<file path="config.mk">
export PLATFORM = sky130hd
export DESIGN_NAME = ipv4_udp_receive_filter
export DESIGN_NICKNAME = d
export VERILOG_FILES = /design/src/rtl/core/iurf_pkg.sv /design/src/rtl/core/ipv4_udp_receive_filter.sv /design/src/rtl/core/iurf_hdr_track.sv /design/src/rtl/core/iurf_verdict.sv
export VERILOG_INCLUDE_DIRS = /design/src /design/src/rtl/core
export SDC_FILE = /design/constraint.sdc
export NUM_CORES = 1
export LEC_CHECK = 0
export ABC_CLOCK_PERIOD_IN_PS = 10350
export BUFFER_PORTS_ARGS = -buffer_cell sky130_fd_sc_hd__buf_2
export CORE_ASPECT_RATIO = 0.8
export CORE_MARGIN = 5
export CORE_UTILIZATION = 64
export CTS_CLUSTER_SIZE = 30
export DETAILED_ROUTE_END_ITERATION = 10
export GPL_TIMING_DRIVEN = 0
export PLACE_DENSITY = 0.95
export SLEW_MARGIN = 5
export SYNTH_ARGS = -nofsm -noshare
export SYNTH_HDL_FRONTEND = slang
export SYNTH_SLANG_ARGS = --single-unit
</file>
<file path="constraint.sdc">
create_clock -name aclk -period 10.35 [get_ports aclk]
set_input_delay 1.035 -clock aclk [delete_from_list [all_inputs] [get_ports aclk]]
set_output_delay 1.035 -clock aclk [all_outputs]
set_load 0.01 [all_outputs]
</file>
<file path="src/rtl/core/ipv4_udp_receive_filter_assert.svh">
// Assertion macros shared by the receive filter modules.
`ifndef IPV4_UDP_RECEIVE_FILTER_ASSERT_SVH
`define IPV4_UDP_RECEIVE_FILTER_ASSERT_SVH

// Check a property on every rising clock edge outside reset.
`define IURF_ASSERT(name, clk, rst_n, prop, msg) \
    name: assert property (@(posedge clk) disable iff (!rst_n) prop) else $error(msg);

// Check a property on every rising clock edge, reset included.
`define IURF_ASSERT_ALWAYS(name, clk, prop, msg) \
    name: assert property (@(posedge clk) prop) else $error(msg);

`endif

</file>
<file path="src/rtl/core/iurf_pkg.sv">
// Types and constants of the IPv4/UDP receive filter.
`default_nettype none

package iurf_pkg;

    localparam logic [15:0] HEADER_BYTES    = 16'd28;
    localparam logic [7:0]  PROTO_UDP       = 8'd17;
    localparam logic [15:0] BYTE_COUNT_MAX  = 16'hFFFF;

    // Header byte offsets within the frame
    localparam logic [15:0] POS_TOTLEN_HI   = 16'd2;
    localparam logic [15:0] POS_TOTLEN_LO   = 16'd3;
    localparam logic [15:0] POS_PROTOCOL    = 16'd9;
    localparam logic [15:0] POS_SRC_ADDR0   = 16'd12;
    localparam logic [15:0] POS_SRC_ADDR1   = 16'd13;
    localparam logic [15:0] POS_SRC_ADDR2   = 16'd14;
    localparam logic [15:0] POS_SRC_ADDR3   = 16'd15;
    localparam logic [15:0] POS_SRC_PORT_HI = 16'd20;
    localparam logic [15:0] POS_SRC_PORT_LO = 16'd21;
    localparam logic [15:0] POS_DST_PORT_HI = 16'd22;
    localparam logic [15:0] POS_DST_PORT_LO = 16'd23;

    localparam logic [31:0] SRC_ADDR_RESET  = 32'h7F00_0001;
    localparam logic [15:0] SRC_PORT_RESET  = 16'd9090;
    localparam logic [15:0] DST_PORT_RESET  = 16'd0;

    typedef enum logic [1:0] {
        CFG_SRC_ADDR = 2'd0,
        CFG_SRC_PORT = 2'd1,
        CFG_DST_PORT = 2'd2
    } cfg_index_t;

    typedef enum logic [2:0] {
        RC_OK       = 3'd0,
        RC_SHORT    = 3'd1,
        RC_NOT_UDP  = 3'd2,
        RC_SRC_ADDR = 3'd3,
        RC_LENGTH   = 3'd4,
        RC_DST_PORT = 3'd5,
        RC_SRC_PORT = 3'd6
    } reject_code_t;

    typedef struct packed {
        logic [31:0] src_addr;
        logic [15:0] src_port;
        logic [15:0] dst_port;
    } filter_cfg_t;

    // Frame state as it stands after the byte now being taken
    typedef struct packed {
        logic [15:0] frame_length;
        logic [15:0] declared_length;
        logic        proto_ok;
        logic        src_addr_ok;
        logic        dst_port_ok;
        logic        src_port_ok;
    } frame_status_t;

    // Result beat layout, accepted in the lowest bit
    typedef struct packed {
        reject_code_t reject_code;
        logic [15:0]  payload_length;
        logic         accepted;
    } filter_result_t;

endpackage

`default_nettype wire

</file>
<file path="src/rtl/core/ipv4_udp_receive_filter.sv">
// IPv4/UDP receive header filter: top level.
//
// Usage:
//   s_* channel carries a received IPv4 frame one byte per beat in wire
//   order (s_tdata[7:0]); s_tlast marks the final byte. The IP header is a
//   fixed 20 bytes followed by the 8-byte UDP header.
//   m_* channel carries one result beat per frame, sent after the last byte:
//   accepted flag, payload length (bytes - 28, 0 on reject), reject code.
//   cfg_* channel writes the expected source address (index 0), source
//   port (index 1) and destination port (index 2); cfg_ready is always high.
// Result path: the last byte waits in the input register until the result
//   register is free; its verdict then enters the result register and
//   m_tvalid rises.
// Throughput: one byte per cycle unless a last byte waits on the result;
//   set by the combinational header update from input to result register.
// Reset: aresetn low clears the byte count, the header checks and both
//   valid flags, and loads the register reset values (127.0.0.1, port 9090,
//   port 0).
// Stall: while a result waits on m_tready, payload bytes keep flowing; only
//   the next frame's last byte is held in the input register.
`default_nettype none

module ipv4_udp_receive_filter
    import iurf_pkg::*;
(
    input  wire logic        aclk,
    input  wire logic        aresetn,
    // Frame byte input
    input  wire logic        s_tvalid,
    output logic             s_tready,
    input  wire logic [7:0]  s_tdata,   // [7:0] frame_byte
    input  wire logic        s_tlast,   // last_byte
    // Verdict output
    output logic             m_tvalid,
    input  wire logic        m_tready,
    output logic [23:0]      m_tdata,   // [0] accepted, [16:1] payload_length,
                                        // [19:17] reject_code, [23:20] zero
    // Register writes
    input  wire logic        cfg_valid,
    output logic             cfg_ready,
    input  wire logic [1:0]  cfg_index,
    input  wire logic [31:0] cfg_data
);

    // Input register stage
    logic           in_valid_reg;
    logic [7:0]     in_byte_reg;
    logic           in_last_reg;
    logic           advance;

    filter_cfg_t    cfg_reg;
    frame_status_t  status;
    filter_result_t result;

    // Non-last bytes never produce a result, so they always advance;
    // a last byte waits only for the result register to free up.
    assign advance  = in_valid_reg && (!in_last_reg || !m_tvalid || m_tready);
    assign s_tready = !in_valid_reg || advance;

    always_ff @(posedge aclk) begin
        if (!aresetn) begin
            in_valid_reg <= 1'b0;
        end else if (s_tready) begin
            in_valid_reg <= s_tvalid;
        end
    end

    // Hold payload while the stage is stalled
    always_ff @(posedge aclk) begin
        if (s_tready && s_tvalid) begin
            in_byte_reg <= s_tdata;
            in_last_reg <= s_tlast;
        end
    end

    // Configuration registers; writes past the list are dropped
    assign cfg_ready = 1'b1;

    always_ff @(posedge aclk) begin
        if (!aresetn) begin
            cfg_reg.src_addr <= SRC_ADDR_RESET;
            cfg_reg.src_port <= SRC_PORT_RESET;
            cfg_reg.dst_port <= DST_PORT_RESET;
        end else if (cfg_valid) begin
            case (cfg_index_t'(cfg_index))
                CFG_SRC_ADDR: cfg_reg.src_addr <= cfg_data;
                CFG_SRC_PORT: cfg_reg.src_port <= cfg_data[15:0];
                CFG_DST_PORT: cfg_reg.dst_port <= cfg_data[15:0];
                default: ;
            endcase
        end
    end

    iurf_hdr_track u_hdr_track (
        .aclk       (aclk),
        .aresetn    (aresetn),
        .consume    (advance),
        .frame_byte (in_byte_reg),
        .last_byte  (in_last_reg),
        .cfg        (cfg_reg),
        .status     (status)
    );

    iurf_verdict u_verdict (
        .aclk       (aclk),
        .aresetn    (aresetn),
        .frame_done (advance && in_last_reg),
        .status     (status),
        .m_tready   (m_tready),
        .m_tvalid   (m_tvalid),
        .m_result   (result)
    );

    assign m_tdata = {4'b0000, result};

endmodule

`default_nettype wire

</file>
<file path="src/rtl/core/iurf_hdr_track.sv">
// Per-frame byte counter and header field checks.
`default_nettype none

module iurf_hdr_track
    import iurf_pkg::*;
(
    input  wire logic          aclk,
    input  wire logic          aresetn,
    input  wire logic          consume,
    input  wire logic [7:0]    frame_byte,
    input  wire logic          last_byte,
    input  wire filter_cfg_t   cfg,
    output frame_status_t      status
);

    logic [15:0] pos_reg,  pos_next;
    logic [15:0] decl_reg, decl_next;
    logic        proto_reg, proto_next;
    logic        saddr_reg, saddr_next;
    logic        dport_reg, dport_next;
    logic        sport_reg, sport_next;

    always_comb begin
        pos_next   = (pos_reg == BYTE_COUNT_MAX) ? pos_reg : pos_reg + 16'd1;
        decl_next  = decl_reg;
        proto_next = proto_reg;
        saddr_next = saddr_reg;
        dport_next = dport_reg;
        sport_next = sport_reg;
        case (pos_reg)
            POS_TOTLEN_HI:   decl_next  = {frame_byte, 8'h00};
            POS_TOTLEN_LO:   decl_next  = decl_reg | {8'h00, frame_byte};
            POS_PROTOCOL:    proto_next = (frame_byte == PROTO_UDP);
            POS_SRC_ADDR0:   if (frame_byte != cfg.src_addr[31:24]) saddr_next = 1'b0;
            POS_SRC_ADDR1:   if (frame_byte != cfg.src_addr[23:16]) saddr_next = 1'b0;
            POS_SRC_ADDR2:   if (frame_byte != cfg.src_addr[15:8])  saddr_next = 1'b0;
            POS_SRC_ADDR3:   if (frame_byte != cfg.src_addr[7:0])   saddr_next = 1'b0;
            POS_SRC_PORT_HI: if (frame_byte != cfg.src_port[15:8])  sport_next = 1'b0;
            POS_SRC_PORT_LO: if (frame_byte != cfg.src_port[7:0])   sport_next = 1'b0;
            POS_DST_PORT_HI: if (frame_byte != cfg.dst_port[15:8])  dport_next = 1'b0;
            POS_DST_PORT_LO: if (frame_byte != cfg.dst_port[7:0])   dport_next = 1'b0;
            default: ;
        endcase

        status.frame_length    = pos_next;
        status.declared_length = decl_next;
        status.proto_ok        = proto_next;
        status.src_addr_ok     = saddr_next;
        status.dst_port_ok     = dport_next;
        status.src_port_ok     = sport_next;
    end

    always_ff @(posedge aclk) begin
        if (!aresetn || (consume && last_byte)) begin
            pos_reg   <= '0;
            decl_reg  <= '0;
            proto_reg <= 1'b0;
            saddr_reg <= 1'b1;
            dport_reg <= 1'b1;
            sport_reg <= 1'b1;
        end else if (consume) begin
            pos_reg   <= pos_next;
            decl_reg  <= decl_next;
            proto_reg <= proto_next;
            saddr_reg <= saddr_next;
            dport_reg <= dport_next;
            sport_reg <= sport_next;
        end
    end

`include "ipv4_udp_receive_filter_assert.svh"

    `IURF_ASSERT(a_last_clears_count, aclk, aresetn, consume && last_byte |=> pos_reg == 16'd0, "byte count not cleared after last beat")
    `IURF_ASSERT(a_count_advances, aclk, aresetn, consume && !last_byte && pos_reg != BYTE_COUNT_MAX |=> pos_reg == $past(pos_reg) + 16'd1, "byte count did not advance")

endmodule

`default_nettype wire

</file>
<file path="src/rtl/core/iurf_verdict.sv">
// Frame verdict and result output register.
`default_nettype none

module iurf_verdict
    import iurf_pkg::*;
(
    input  wire logic           aclk,
    input  wire logic           aresetn,
    input  wire logic           frame_done,
    input  wire frame_status_t  status,
    input  wire logic           m_tready,
    output logic                m_tvalid,
    output filter_result_t      m_result
);

    reject_code_t   code;
    filter_result_t result_next;
    logic           out_valid_reg;
    filter_result_t result_reg;

    // First failing check wins
    always_comb begin
        if (status.frame_length < HEADER_BYTES) begin
            code = RC_SHORT;
        end else if (!status.proto_ok) begin
            code = RC_NOT_UDP;
        end else if (!status.src_addr_ok) begin
            code = RC_SRC_ADDR;
        end else if (status.declared_length > status.frame_length) begin
            code = RC_LENGTH;
        end else if (!status.dst_port_ok) begin
            code = RC_DST_PORT;
        end else if (!status.src_port_ok) begin
            code = RC_SRC_PORT;
        end else begin
            code = RC_OK;
        end
        result_next.reject_code    = code;
        result_next.accepted       = (code == RC_OK);
        result_next.payload_length = (code == RC_OK) ? status.frame_length - HEADER_BYTES
                                                     : 16'd0;
    end

    always_ff @(posedge aclk) begin
        if (!aresetn) begin
            out_valid_reg <= 1'b0;
        end else if (frame_done) begin
            out_valid_reg <= 1'b1;
        end else if (m_tready) begin
            out_valid_reg <= 1'b0;
        end
    end

    always_ff @(posedge aclk) begin
        if (frame_done) begin
            result_reg <= result_next;
        end
    end

    assign m_tvalid = out_valid_reg;
    assign m_result = result_reg;

`include "ipv4_udp_receive_filter_assert.svh"

    `IURF_ASSERT(a_no_overwrite, aclk, aresetn, frame_done |-> !out_valid_reg || m_tready, "result overwritten before it was taken")
    `IURF_ASSERT(a_reject_zero_len, aclk, aresetn, out_valid_reg && !result_reg.accepted |-> result_reg.payload_length == 16'd0, "rejected frame carries a payload length")
    `IURF_ASSERT(a_short_code, aclk, aresetn, frame_done && status.frame_length < HEADER_BYTES |=> result_reg.reject_code == RC_SHORT, "short frame not flagged")

endmodule

`default_nettype wire

</file>
==> reports/qor.txt, run 1 <==
OUTCOME
-------------------------------------------------------------------------------------
Outcome ................................................................    completed

LAYOUT
-------------------------------------------------------------------------------------
Final Instance Count excl. Fillers .....................................        1,078
Layout cells sized above 1 .............................................        0.146
Fill cell instance count of the final layout ...........................          694
Post-layout nets .......................................................          991
Flip-flop count of the largest register after layout ...................           64
Area Overhead vs Synth .................................................        14.9%
N_diodes ...............................................................            0

PLACE
-------------------------------------------------------------------------------------
Worst setup timing slack at the placement stage ........................      5.70 ns
Routability-driven placement congestion ratio ..........................        0.953
Placed cell count ......................................................        1,046
Estimated wirelength of the detail-placed design .......................      14.4 mm
IO Port Bufs ...........................................................           69

SETUP PATH
-------------------------------------------------------------------------------------
Type of origin of the critical path ....................................     register
Critical Path End Type .................................................     register
Required time reported for the critical path endpoint ..................     10.62 ns
Highest fanout seen on the critical path ...............................           10
Worst path arrival time ................................................      5.58 ns
Worst setup path class ................................................. register to register

LOGIC SYNTHESIS
-------------------------------------------------------------------------------------
Number of register bits inferred by synthesis ..........................          131
Most repeated cell in the gate-level netlist after synthesis ........... sky130_fd_sc_hd__nand2_1
Sequential element share of the synthesized area .......................        0.407
YS warnings ............................................................            0
Leading post-synthesis cells by cell area .............................. sky130_fd_sc_hd__dfxtp_1 29%, sky130_fd_sc_hd__edfxtp_1 12%, sky130_fd_sc_hd__nand2_1 7.7%
Gate Count Post-Synth ..................................................          830
Netlist area before placement .......................................... 0.00716 mm^2
EDFF count, synth ......................................................           29
Most numerous cell types in the synthesized netlist .................... 147 x sky130_fd_sc_hd__nand2_1, 102 x sky130_fd_sc_hd__dfxtp_1, 65 x sky130_fd_sc_hd__nor2_1
Cell type with the largest total area after synthesis .................. sky130_fd_sc_hd__dfxtp_1
Most used DFF post-synth ............................................... sky130_fd_sc_hd__dfxtp_1
Average size of a mapped cell ..........................................    8.62 um^2
Top-area cell type share of the netlist area ...........................        0.285
Unique cell type count in the Yosys netlist ............................           68
Share of synthesized registers carrying an async set or reset ..........            0

CLOCK NETWORK
-------------------------------------------------------------------------------------
Post-CTS Hold Buffers ..................................................            0
Clock Sinks ............................................................          131
Clock latency on the worst-skew pair ...................................      0.43 ns
Max H-tree Level .......................................................            4
Count of instances resized after the clock tree is built ...............            0
Number of clock buffers inserted by TritonCTS ..........................           17
Clock slew seen by the registers of the worst setup and hold paths .....      0.06 ns
CTS tree ...............................................................        built
# Post-CTS Setup Buffers ...............................................            0
CTS root buffer ........................................................ sky130_fd_sc_hd__clkbuf_16
Buffers from clock root to sink, at most ...............................            2

ROUTING
-------------------------------------------------------------------------------------
Residual DRC count .....................................................            0
Vias ...................................................................        6,916
Count of routing violations after the opening detailed-route iteration .        1,130
Routed wirelength normalized by instance count .........................      20.1 um
Detailed-routing iteration count for the pre-antenna-repair pass .......            6
Via count normalized by instance count .................................         6.42
Overall routed net length ..............................................      21.6 mm
DRT antenna net count ..................................................            0

GRT
-------------------------------------------------------------------------------------
Number of global-route vias before repair ..............................        6,528
Overall overflow remaining after global route ..........................            0
Global-route wire length before repair .................................      34.3 mm
Initial antenna violation count ........................................            0
Pin count of the biggest net entering global routing ...................           23
Aggregate global-route resource usage ..................................        0.326

TIMING
-------------------------------------------------------------------------------------
Setup ws final .........................................................      5.04 ns
Number of hold violations in the final report ..........................            0
Fin crit share .........................................................        0.513
Setup clock skew after layout ..........................................    0.0107 ns
Tightest slew margin relative to the limit .............................        0.111
Final setup violation count ............................................            0
Highest clock rate .....................................................    0.188 GHz
Final number of max-transition violations ..............................            0
Worst hold slack across all endpoints ..................................     0.476 ns
Unrepaired setup endpoints after global routing ........................        false
Worst Tran Pin Value ...................................................      1.32 ns
Summed negative setup slack over all endpoints .........................         0 ns
Shortest period the worst path allows ..................................      5.31 ns

DIE
-------------------------------------------------------------------------------------
Placeable core area ....................................................  0.0109 mm^2
Die extent in x ........................................................       128 um
DIE HEIGHT .............................................................       105 um
Initial core utilization ...............................................        0.657
I/O pin total ..........................................................           75
Die outline area .......................................................  0.0134 mm^2
Placement Rows .........................................................           34

POWER
-------------------------------------------------------------------------------------
Worst vdd rail ir drop .................................................   0.000118 V
Leakage power ..........................................................      3.18 nW
Total chip power .......................................................      1.25 mW
Pwr Density ............................................................  152 mW/mm^2

RUN
-------------------------------------------------------------------------------------
Total of max-cap violations ............................................            0

WORST HOLD PATH
-------------------------------------------------------------------------------------
Worst hold path type ................................................... register to register

-- through the flow --
| step | util | area (um^2) |
|---|---|---|
| after floorplan | - | 7170 |
| after global placement | 0.706 | 7690 |
| after detailed placement | 0.706 | 7690 |
| after CTS | 0.755 | 8220 |
| after global routing | 0.755 | 8220 |
| final | 0.755 | 8220 |
-- metal layers --
metal / global-route usage / vias up / share of wire
met3: 0.0775 / 111 / 0.13
met2: 0.501 / 538 / 0.45
met4: 0.140 / 0 / 0.043
li1: - / 3059 / -
met5: 0 / - / 0
met1: 0.438 / 3208 / 0.38
-- worst max-delay path: stages, from the launching register on --
cell,delay (ns)
sky130_fd_sc_hd__dfxtp_1,0.47
sky130_fd_sc_hd__ha_1,0.21
sky130_fd_sc_hd__clkbuf_1,0.35
sky130_fd_sc_hd__nand3_1,0.33
sky130_fd_sc_hd__nor4_1,1.14
sky130_fd_sc_hd__nor2_1,0.34
sky130_fd_sc_hd__ha_1,0.41
sky130_fd_sc_hd__nand4_1,0.24
sky130_fd_sc_hd__nor4_1,0.67
sky130_fd_sc_hd__or3_1,0.24
sky130_fd_sc_hd__o221a_2,0.26
sky130_fd_sc_hd__nand4b_4,0.19
sky130_fd_sc_hd__buf_6,0.20
sky130_fd_sc_hd__nor2_1,0.11
-- cell usage in the layout (no fill, tap or decap), types with 12 or more instances in the layout --
cell	count
sky130_fd_sc_hd__nor3_1	22
sky130_fd_sc_hd__xnor2_1	53
sky130_fd_sc_hd__o21ai_0	12
sky130_fd_sc_hd__xor2_1	36
sky130_fd_sc_hd__clkbuf_1	39
sky130_fd_sc_hd__edfxtp_1	29
sky130_fd_sc_hd__inv_1	13
sky130_fd_sc_hd__dfxtp_1	102
sky130_fd_sc_hd__nand2_1	147
sky130_fd_sc_hd__nand4_1	17
sky130_fd_sc_hd__buf_2	77
sky130_fd_sc_hd__a21oi_1	32
sky130_fd_sc_hd__clkbuf_16	17
sky130_fd_sc_hd__nand3_1	36
sky130_fd_sc_hd__nor2_1	65
sky130_fd_sc_hd__ha_1	22
sky130_fd_sc_hd__a21boi_0	52
-- layout make-up --
| cell class | count | area, um^2 | share of cell area |
|---|---|---|---|
| clock inverter | 13 | 86.3 | 0.0105 |
| multi-input combinational | 626 | 3910 | 0.475 |
| timing repair buffer | 69 | 345 | 0.0420 |
| clock buffer | 19 | 443 | 0.0539 |
| tap | 144 | 180 | 0.0219 |
| sequential | 131 | 2910 | 0.354 |
| buffer | 63 | 299 | 0.0364 |
| inverter | 13 | 48.8 | 0.00594 |
-- where the power goes --
group	leakage (nW)	internal, mW	switching [mW]
sequential	1.09	0.540	0.0144
clock	0.258	0.310	0.233
combinational	1.83	0.0594	0.0928
total	3.18	0.910	0.340
-- cells by family after synthesis --
kind of cell,count (synthesis),share of synthesized area
and+or+nand+nor,353,0.237
DFF,131,0.407
AOI/OAI and AO/OA,155,0.156
buffers and inverters,76,0.0486
other,2,0.00105
muxes,2,0.00280
adders and majority gates,22,0.0385
xor gates and xnor gates,89,0.109
-- path summary, 6_finish.rpt --
| path | start | to | slack [ns] | depth (start not counted) |
|---|---|---|---|---|
| max | u_hdr_track.pos_reg[0] | u_verdict.m_result[3] | 5.04 | 13 |
| min | u_hdr_track.dport_reg | u_hdr_track.dport_reg | 0.48 | 1 |
| max reg2reg | u_hdr_track.pos_reg[0] | u_verdict.m_result[3] | 5.04 | 13 |
| min reg2reg | u_hdr_track.dport_reg | u_hdr_track.dport_reg | 0.48 | 1 |
Power figures use the tool's default switching activity.
==> run 2: changes to the inputs <==
--- a/config.mk
+++ b/config.mk
@@ -6,15 +6,16 @@
 export SDC_FILE = /design/constraint.sdc
 export NUM_CORES = 1
 export LEC_CHECK = 0
-export ABC_CLOCK_PERIOD_IN_PS = 10350
+export ABC_AREA = 1
+export ABC_CLOCK_PERIOD_IN_PS = 5340
 export BUFFER_PORTS_ARGS = -buffer_cell sky130_fd_sc_hd__buf_2
 export CORE_ASPECT_RATIO = 0.8
 export CORE_MARGIN = 5
-export CORE_UTILIZATION = 64
+export CORE_UTILIZATION = 60
 export CTS_CLUSTER_SIZE = 30
 export DETAILED_ROUTE_END_ITERATION = 10
 export GPL_TIMING_DRIVEN = 0
-export PLACE_DENSITY = 0.95
+export PLACE_DENSITY = 0.91
 export SLEW_MARGIN = 5
 export SYNTH_ARGS = -nofsm -noshare
 export SYNTH_HDL_FRONTEND = slang
==> constraint.sdc (replaced) <==
create_clock -name aclk -period 5.34 [get_ports aclk]
set_input_delay 0.534 -clock aclk [delete_from_list [all_inputs] [get_ports aclk]]
set_output_delay 0.534 -clock aclk [all_outputs]
set_load 0.01 [all_outputs]
==> run 2 against run 1 <==
Effect of this change: non-clock buffer count is 17 lower; sequential share of layout area is 0.73 points lower; clock-buffer cell count is 5 higher; first-iteration DRC count is 4.5% higher; largest cell class unchanged; sequential power is 98% higher; critical endpoint is now u_verdict.m_result[14]; critical path type unchanged; die area is 7.9% higher.
==> reports/qor.txt, run 2 <==
OUTCOME
-------------------------------------------------------------------------------------
Outcome ................................................................    completed

LAYOUT
-------------------------------------------------------------------------------------
Flip-flop count of the largest register after layout ...................           64   unchanged
Post-Layout Inst Area .................................................. 0.00840 mm^2   +2.1%
Area Overhead vs Synth .................................................        15.2%
Sequential standard cell area .......................................... 0.00291 mm^2   unchanged
Fill cell instance count of the final layout ...........................          947   +36%
Most frequent cells in the layout ...................................... 203 x sky130_fd_sc_hd__nand2_1, 144 x sky130_fd_sc_hd__nor2_1, 137 x sky130_fd_sc_hd__inv_1
Footprint of the multi-input gates ..................................... 0.00363 mm^2   -7.1%
N_diodes ...............................................................            0   unchanged
Commonest non-fill, non-tap cell in the layout ......................... sky130_fd_sc_hd__nand2_1
Layout cells sized above 1 .............................................        0.131   -0.0150
Post-layout nets .......................................................        1,190   +20%

SETUP PATH
-------------------------------------------------------------------------------------
Critical Path End Type .................................................     register
Highest fanout seen on the critical path ...............................           10   unchanged
Required time reported for the critical path endpoint ..................      5.62 ns   -5.00 ns
Type of origin of the critical path ....................................     register
Worst path arrival time ................................................      4.10 ns   -1.48 ns
Critical-path cell with the highest stage delay ........................ sky130_fd_sc_hd__dfxtp_1
Kind of cell adding the most delay to the critical path ................ simple AND/OR/NAND/NOR gates
Maximum cell stage delay along the critical path .......................      0.49 ns   -0.65 ns
Worst setup path class ................................................. register to register
Cell-by-cell listing of the critical path .............................. inv_1, ha_1, nand3_1, nor3b_1, inv_1, clkbuf_1, o21ai_0, ha_1, a21oi_1, o21ai_0, a21oi_1, nand2_1, nand2_1, nand3_1, nor3_2, nand2_4, buf_12, nor2_2
Worst Path Buf+Inv .....................................................            4   +2

LOGIC SYNTHESIS
-------------------------------------------------------------------------------------
Most repeated cell in the gate-level netlist after synthesis ........... sky130_fd_sc_hd__nand2_1
Synthesized-area fraction occupied by adder cells ......................       0.0378   -0.000694
Share of synthesized registers carrying an async set or reset ..........            0   unchanged
Xor/xnor cell area share of the yosys netlist ..........................       0.0469   -0.0621
Cell type with the largest total area after synthesis .................. sky130_fd_sc_hd__dfxtp_1
Gate Count Post-Synth ..................................................        1,029   +24%
EDFF count, synth ......................................................           29   unchanged
Top-area cell type share of the netlist area ...........................        0.280   -0.00514
Most numerous cell types in the synthesized netlist .................... 203 x sky130_fd_sc_hd__nand2_1, 144 x sky130_fd_sc_hd__nor2_1, 137 x sky130_fd_sc_hd__inv_1
Fraction of the mapped netlist area in simple logic gates ..............        0.272   +0.0350
Share of cell area taken by muxes after synthesis ......................            0   -0.00280
Leading post-synthesis cells by cell area .............................. sky130_fd_sc_hd__dfxtp_1 28%, sky130_fd_sc_hd__edfxtp_1 12%, sky130_fd_sc_hd__nand2_1 10%
Most used DFF post-synth ............................................... sky130_fd_sc_hd__dfxtp_1
Dominant combinational cell family by area after synthesis ............. simple AND/OR/NAND/NOR gates
Fraction of the mapped netlist area in compound gates ..................        0.139   -0.0172
Sequential element share of the synthesized area .......................        0.400   -0.00734
Average size of a mapped cell ..........................................    7.08 um^2   -18%
Netlist area before placement .......................................... 0.00729 mm^2   +1.8%
YS warnings ............................................................            0   unchanged
Number of register bits inferred by synthesis ..........................          131   unchanged
Unique cell type count in the Yosys netlist ............................           39   -43%

GRT
-------------------------------------------------------------------------------------
Number of global-route vias before repair ..............................        6,909   +5.8%
Aggregate global-route resource usage ..................................        0.299   -0.0263
Initial antenna violation count ........................................            0   unchanged
Global-route wire length before repair .................................      33.9 mm   -1.1%
Pin count of the biggest net entering global routing ...................           22   -4.3%
Overall overflow remaining after global route ..........................            0   unchanged

PLACE
-------------------------------------------------------------------------------------
Routability-driven placement congestion ratio ..........................        0.984   +3.3%
Instance area at placement ............................................. 0.00783 mm^2   +1.8%
Worst setup timing slack at the placement stage ........................      1.69 ns   -4.01 ns
Estimated wirelength of the detail-placed design .......................      15.3 mm   +6.0%
IO Port Bufs ...........................................................           69   unchanged

CLOCK NETWORK
-------------------------------------------------------------------------------------
Number of clock buffers inserted by TritonCTS ..........................           17   unchanged
Clock Sinks ............................................................          131   unchanged
Clock slew seen by the registers of the worst setup and hold paths .....      0.06 ns   about the same
Buffers from clock root to sink, at most ...............................            2   unchanged
CTS tree ...............................................................        built
Clock latency on the worst-skew pair ...................................      0.42 ns   about the same
Post-CTS Hold Buffers ..................................................            0   unchanged
# Post-CTS Setup Buffers ...............................................            0   unchanged
Max H-tree Level .......................................................            4   unchanged
CTS root buffer ........................................................ sky130_fd_sc_hd__clkbuf_16
Count of instances resized after the clock tree is built ...............            0   unchanged

ROUTING
-------------------------------------------------------------------------------------
Routed wirelength normalized by instance count .........................      16.8 um   -16%
Detailed-routing iteration count for the pre-antenna-repair pass .......            6   unchanged
Residual DRC count .....................................................            0   unchanged
Vias ...................................................................        7,393   +6.9%
Via count normalized by instance count .................................         5.75   -10%
Count of routing violations after the opening detailed-route iteration .        1,181   +4.5%
Overall routed net length ..............................................      21.5 mm   -0.38%
DRT antenna net count ..................................................            0   unchanged

POWER
-------------------------------------------------------------------------------------
Total chip power .......................................................      2.63 mW   +110%
Leakage power ..........................................................      3.92 nW   +23%
Pwr Density ............................................................  313 mW/mm^2   +110%
Worst vdd rail ir drop .................................................   0.000240 V   +100%

TIMING
-------------------------------------------------------------------------------------
Setup clock skew after layout ..........................................    0.0126 ns   +0.00197 ns
Highest clock rate .....................................................    0.262 GHz   +39%
Number of hold violations in the final report ..........................            0   unchanged
Tightest slew margin relative to the limit .............................        0.425   +0.314
Final number of max-transition violations ..............................            0   unchanged
Setup ws final .........................................................      1.53 ns   -3.51 ns
Unrepaired setup endpoints after global routing ........................        false
Summed negative setup slack over all endpoints .........................         0 ns   unchanged
Fin crit share .........................................................        0.714   +0.201
Shortest period the worst path allows ..................................      3.81 ns   -1.50 ns
Final setup violation count ............................................            0   unchanged
Worst Tran Pin Value ...................................................     0.862 ns   -0.460 ns

DIE
-------------------------------------------------------------------------------------
Die outline area .......................................................  0.0145 mm^2   +7.9%
Placeable core area ....................................................  0.0120 mm^2   +10%
Placement Rows .........................................................           36   +5.9%
I/O pin total ..........................................................           75   unchanged
Initial core utilization ...............................................        0.606   -0.0511
DIE HEIGHT .............................................................       109 um   +3.8%
Die extent in x ........................................................       133 um   +3.9%

RUN
-------------------------------------------------------------------------------------
Total of max-cap violations ............................................            0   unchanged

WORST HOLD PATH
-------------------------------------------------------------------------------------
Worst hold path type ................................................... primary input to register

[run 2: cell count changes in the layout (fill, tap and decap cells not counted), moves of 43 or more]
cell	delta
sky130_fd_sc_hd__inv_1	+124
sky130_fd_sc_hd__a21boi_0	-51
sky130_fd_sc_hd__xnor2_1	-43
sky130_fd_sc_hd__nand2_1	+56
sky130_fd_sc_hd__nor2_1	+79
sky130_fd_sc_hd__o21ai_0	+90
[run 2: final cells by class]
| class | instances | share of cell area |
|---|---|---|
| Inverter | 140 | 0.0626 |
| Clock buffer | 24 | 0.0613 |
| Timing Repair Buffer | 69 | 0.0411 |
| Sequential cell | 131 | 0.347 |
| Clock inverter | 8 | 0.00566 |
| Tap cell | 152 | 0.0227 |
| Multi-Input combinational cell | 715 | 0.432 |
| Buffer | 46 | 0.0274 |
[run 2: through the flow]
step | hold WS (ns) | utilization | std cells
after global routing | 0.273 | 0.698 | 1285
after floorplan | 0.436 | - | 1032
after detailed placement | 0.456 | 0.651 | 1253
after CTS | 0.279 | 0.698 | 1285
after global placement | 0.447 | 0.651 | 1253
final | 0.283 | 0.698 | 1285
[run 2: per-layer routing]
metal / GRT usage / part of all wire / vias to the layer above
li1: - / - / 3467
met1: 0.399 / 0.39 / 3386
met2: 0.463 / 0.45 / 466
met3: 0.0833 / 0.13 / 74
met4: 0.121 / 0.030 / 0
met5: 0 / 0 / -
[run 2: report_power, final]
group	internal [mW]	leakage (nW)	switching (mW)
clock network	0.670	0.280	0.442
logic	0.138	2.51	0.277
registers	1.06	1.12	0.0336
total	1.87	3.92	0.753
[run 2: worst paths after layout]
check,from,end,slack [ns],depth (start not counted)
worst min register to register,cfg_reg[11],cfg_reg[11],0.47,2
worst max register to register,u_hdr_track.pos_reg[0],u_verdict.m_result[14],1.53,18
worst min-delay path,s_tdata[4],in_byte_reg[4],0.28,1
worst max-delay path,u_hdr_track.pos_reg[0],u_verdict.m_result[14],1.53,18
[run 2: cells by family (layout without fill, tap and decap cells)]
| logic type | count (synthesis) | count (layout) |
|---|---|---|
| AOI/OAI and AO/OA | 193 | 193 |
| and+or+nand+nor | 456 | 456 |
| other | 2 | 5 |
| DFF | 131 | 131 |
| adders and majority gates | 22 | 22 |
| buffers and inverters | 186 | 287 |
| xor gates and xnor gates | 39 | 39 |
==> run 3: changes to the inputs <==
--- a/config.mk
+++ b/config.mk
@@ -7,15 +7,15 @@
 export NUM_CORES = 1
 export LEC_CHECK = 0
 export ABC_AREA = 1
-export ABC_CLOCK_PERIOD_IN_PS = 5340
+export ABC_CLOCK_PERIOD_IN_PS = 3130
 export BUFFER_PORTS_ARGS = -buffer_cell sky130_fd_sc_hd__buf_2
 export CORE_ASPECT_RATIO = 0.8
 export CORE_MARGIN = 5
-export CORE_UTILIZATION = 60
+export CORE_UTILIZATION = 54
 export CTS_CLUSTER_SIZE = 30
 export DETAILED_ROUTE_END_ITERATION = 10
 export GPL_TIMING_DRIVEN = 0
-export PLACE_DENSITY = 0.91
+export PLACE_DENSITY = 0.87
 export SLEW_MARGIN = 5
 export SYNTH_ARGS = -nofsm -noshare
 export SYNTH_HDL_FRONTEND = slang
==> constraint.sdc (replaced) <==
create_clock -name aclk -period 3.13 [get_ports aclk]
set_input_delay 0.313 -clock aclk [delete_from_list [all_inputs] [get_ports aclk]]
set_output_delay 0.313 -clock aclk [all_outputs]
set_load 0.01 [all_outputs]
==> run 3 against run 2 <==
Effect of this change: the flow now finishes with violations (setup timing); register-to-register slack got worse by 1.7 ns; sequential power is 70% higher; worst setup slack worse by 1.7 ns; hold slack worse by 0.23 ns; critical path type unchanged; critical endpoint is now u_verdict.m_result[1]; largest cell class unchanged; largest power group unchanged; highest routed layer unchanged.
==> reports/qor.txt, run 3 (synthesis results as in run 2) <==
POWER
-------------------------------------------------------------------------------------
Switching Share ........................................................        0.291   +0.00446
Net switching component of the power ...................................      1.38 mW   +83%
Leakage power ..........................................................      4.16 nW   +6.2%
Pwr Density ............................................................  523 mW/mm^2   +67%
Worst vdd rail ir drop .................................................   0.000441 V   +84%
Relative contribution of combinational cells to total power ............        0.178   +0.020
Clock network fraction of total power ..................................        0.426   +0.002
Total chip power .......................................................      4.73 mW   +80%
Cell-internal power ....................................................      3.35 mW   +79%
Seq pwr share ..........................................................        0.396   -0.022

PLACE
-------------------------------------------------------------------------------------
Instance area at placement ............................................. 0.00787 mm^2   +0.45%
IO Port Bufs ...........................................................           69   unchanged
Routability-driven placement congestion ratio ..........................        0.971   -1.3%
Estimated wirelength of the detail-placed design .......................      15.3 mm   +0.17%
Worst setup timing slack at the placement stage ........................    -0.576 ns   -2.27 ns
Placed cell count ......................................................        1,281   +2.2%

GRT
-------------------------------------------------------------------------------------
Overall overflow remaining after global route ..........................            0   unchanged
Pin count of the biggest net entering global routing ...................           22   unchanged
Initial antenna violation count ........................................            0   unchanged
Number of global-route vias before repair ..............................        6,831   -1.1%
Global-route wire length before repair .................................      34.1 mm   +0.55%
Aggregate global-route resource usage ..................................        0.271   -0.0278

CLOCK NETWORK
-------------------------------------------------------------------------------------
Number of clock buffers inserted by TritonCTS ..........................           17   unchanged
Max H-tree Level .......................................................            4   unchanged
Clock Sinks ............................................................          131   unchanged
CTS tree ...............................................................        built
Clock latency on the worst-skew pair ...................................      0.43 ns   about the same
Buffers from clock root to sink, at most ...............................            2   unchanged
Clock slew seen by the registers of the worst setup and hold paths .....      0.06 ns   about the same
CTS root buffer ........................................................ sky130_fd_sc_hd__clkbuf_16

SETUP PATH
-------------------------------------------------------------------------------------
Kind of cell adding the most delay to the critical path ................ simple AND/OR/NAND/NOR gates
Maximum cell stage delay along the critical path .......................      0.38 ns   -0.11 ns
Critical Path End Type .................................................     register
Type of origin of the critical path ....................................     register
Worst Path Buf+Inv .....................................................            8   +4
Highest fanout seen on the critical path ...............................            7   -3
Worst path arrival time ................................................      3.54 ns   -0.56 ns
Required time reported for the critical path endpoint ..................      3.42 ns   -2.20 ns
Cell-by-cell listing of the critical path .............................. ha_4, inv_4, nor2_4, inv_2, nor2_4, nand3_4, buf_8, buf_4, nand2_4, inv_1, ha_1, nand4_1, inv_1, nand4_1, inv_1, nand4_1, nand2_2, nand3_4, nor3_4, nand2_4, buf_12, nor2_2
Critical-path cell with the highest stage delay ........................ sky130_fd_sc_hd__dfxtp_4
Worst setup path class ................................................. register to register

OUTCOME
-------------------------------------------------------------------------------------
Outcome ................................................................ complete, but fails checks
Violations in the final reports ........................................ setup timing

LAYOUT
-------------------------------------------------------------------------------------
Area Overhead vs Synth .................................................        24.0%
N_diodes ...............................................................            0   unchanged
Final Instance Count excl. Fillers .....................................        1,341   +4.4%
Fill cell instance count of the final layout ...........................        1,044   +10%
Post-Layout Inst Area .................................................. 0.00903 mm^2   +7.6%
Final core utilization .................................................        0.674   -0.0242
Post-layout nets .......................................................        1,218   +2.4%
Commonest non-fill, non-tap cell in the layout ......................... sky130_fd_sc_hd__nand2_1
Most frequent cells in the layout ...................................... 194 x sky130_fd_sc_hd__nand2_1, 134 x sky130_fd_sc_hd__nor2_1, 132 x sky130_fd_sc_hd__inv_1
Flip-flop count of the largest register after layout ...................           64   unchanged
Layout cells sized above 1 .............................................        0.195   +0.0640

DIE
-------------------------------------------------------------------------------------
Initial core utilization ...............................................        0.543   -0.0624
Die outline area .......................................................  0.0159 mm^2   +10%
I/O pin total ..........................................................           75   unchanged
DIE HEIGHT .............................................................       114 um   +4.9%
Placeable core area ....................................................  0.0134 mm^2   +11%
Placement Rows .........................................................           38   +5.6%
Die extent in x ........................................................       140 um   +5.0%

ROUTING
-------------------------------------------------------------------------------------
Count of routing violations after the opening detailed-route iteration .        1,084   -8.2%
Via count normalized by instance count .................................         5.67   -1.4%
Overall routed net length ..............................................      23.0 mm   +6.7%
DRT antenna net count ..................................................            0   unchanged
Detailed-routing iteration count for the pre-antenna-repair pass .......            6   unchanged
Residual DRC count .....................................................            0   unchanged
Vias ...................................................................        7,608   +2.9%
Routed wirelength normalized by instance count .........................      17.1 um   +2.2%

TIMING
-------------------------------------------------------------------------------------
Final number of max-transition violations ..............................            0   unchanged
Final setup violation count ............................................           18   +18
Number of hold violations in the final report ..........................            0   unchanged
Unrepaired setup endpoints after global routing ........................         true
Shortest period the worst path allows ..................................      3.26 ns   -0.559 ns
Setup ws final .........................................................    -0.126 ns   -1.65 ns
Highest clock rate .....................................................    0.307 GHz   +17%
Worst Tran Pin Value ...................................................     0.876 ns   +0.0143 ns
Tightest slew margin relative to the limit .............................        0.415   -0.00956
Setup clock skew after layout ..........................................    0.0108 ns   -0.00179 ns
Fin crit share .........................................................         1.04   +0.326

WORST HOLD PATH
-------------------------------------------------------------------------------------
Worst hold path type ................................................... primary input to register

RUN
-------------------------------------------------------------------------------------
Total of max-cap violations ............................................            0   unchanged

-- run 3: cell count changes in the layout (fill, tap and decap cells not counted), sizes merged --
cell / change
buf: +27
bufinv: +1
clkbuf: -2
clkinv: +2
inv: -1
nand2: +1
-- run 3: repair_timing --
item                                    CTS  global route
gates cloned                              1             2
pin swaps                                 6            23
hold buffers                              0             0
endpoints found under the setup margin   20            20
buffers inserted                         12            13
resized for setup                        41            50
-- run 3: cell type report --
| type | count | area [um^2] | share of cell area |
|---|---|---|---|
| multi-input cells | 716 | 3900 | 0.432 |
| flip-flops and latches | 131 | 2920 | 0.324 |
| repair buffers | 96 | 598 | 0.0662 |
| inverters | 140 | 531 | 0.0587 |
| clock buffers | 22 | 508 | 0.0562 |
| plain buffers | 46 | 249 | 0.0276 |
| well taps | 180 | 225 | 0.0249 |
| clock inverters | 10 | 96.3 | 0.0107 |
-- run 3: power groups by stage --
stage | Combinational (mW) | Clock (mW) | Sequential [mW]
final | 0.841 | 2.01 | 1.87
after floorplan | 0.479 | 0 | 1.90
after global placement | 0.656 | 0 | 1.90
after detailed placement | 0.675 | 0 | 1.90
after CTS | 0.721 | 2.00 | 1.87
after global routing | 0.916 | 2.07 | 1.88
-- run 3: path summary, 6_finish.rpt --
kind / startpoint / end / slack [ns] / depth (start not counted)
worst max register to register: u_hdr_track.pos_reg[0] / u_verdict.m_result[1] / -0.13 / 22
worst max-delay path: u_hdr_track.pos_reg[0] / u_verdict.m_result[1] / -0.13 / 22
worst min-delay path: s_tdata[0] / in_byte_reg[0] / 0.06 / 1
worst min register to register: u_hdr_track.sport_reg / u_hdr_track.sport_reg / 0.47 / 2
-- run 3: per-layer routing --
metal  global-route usage  part of all wire
met3               0.0901              0.13
met2                0.420              0.44
met1                0.360              0.40
met4               0.0923             0.034
met5                    0                 0
-- run 3: metrics by stage --
stage,TNS (ns),hold slack (ns)
after floorplan,0,0.412
after global placement,-6.83,0.445
after detailed placement,-9.67,0.451
after CTS,0,0.0488
after global routing,-5.24,0.0505
final,-1.88,0.0564
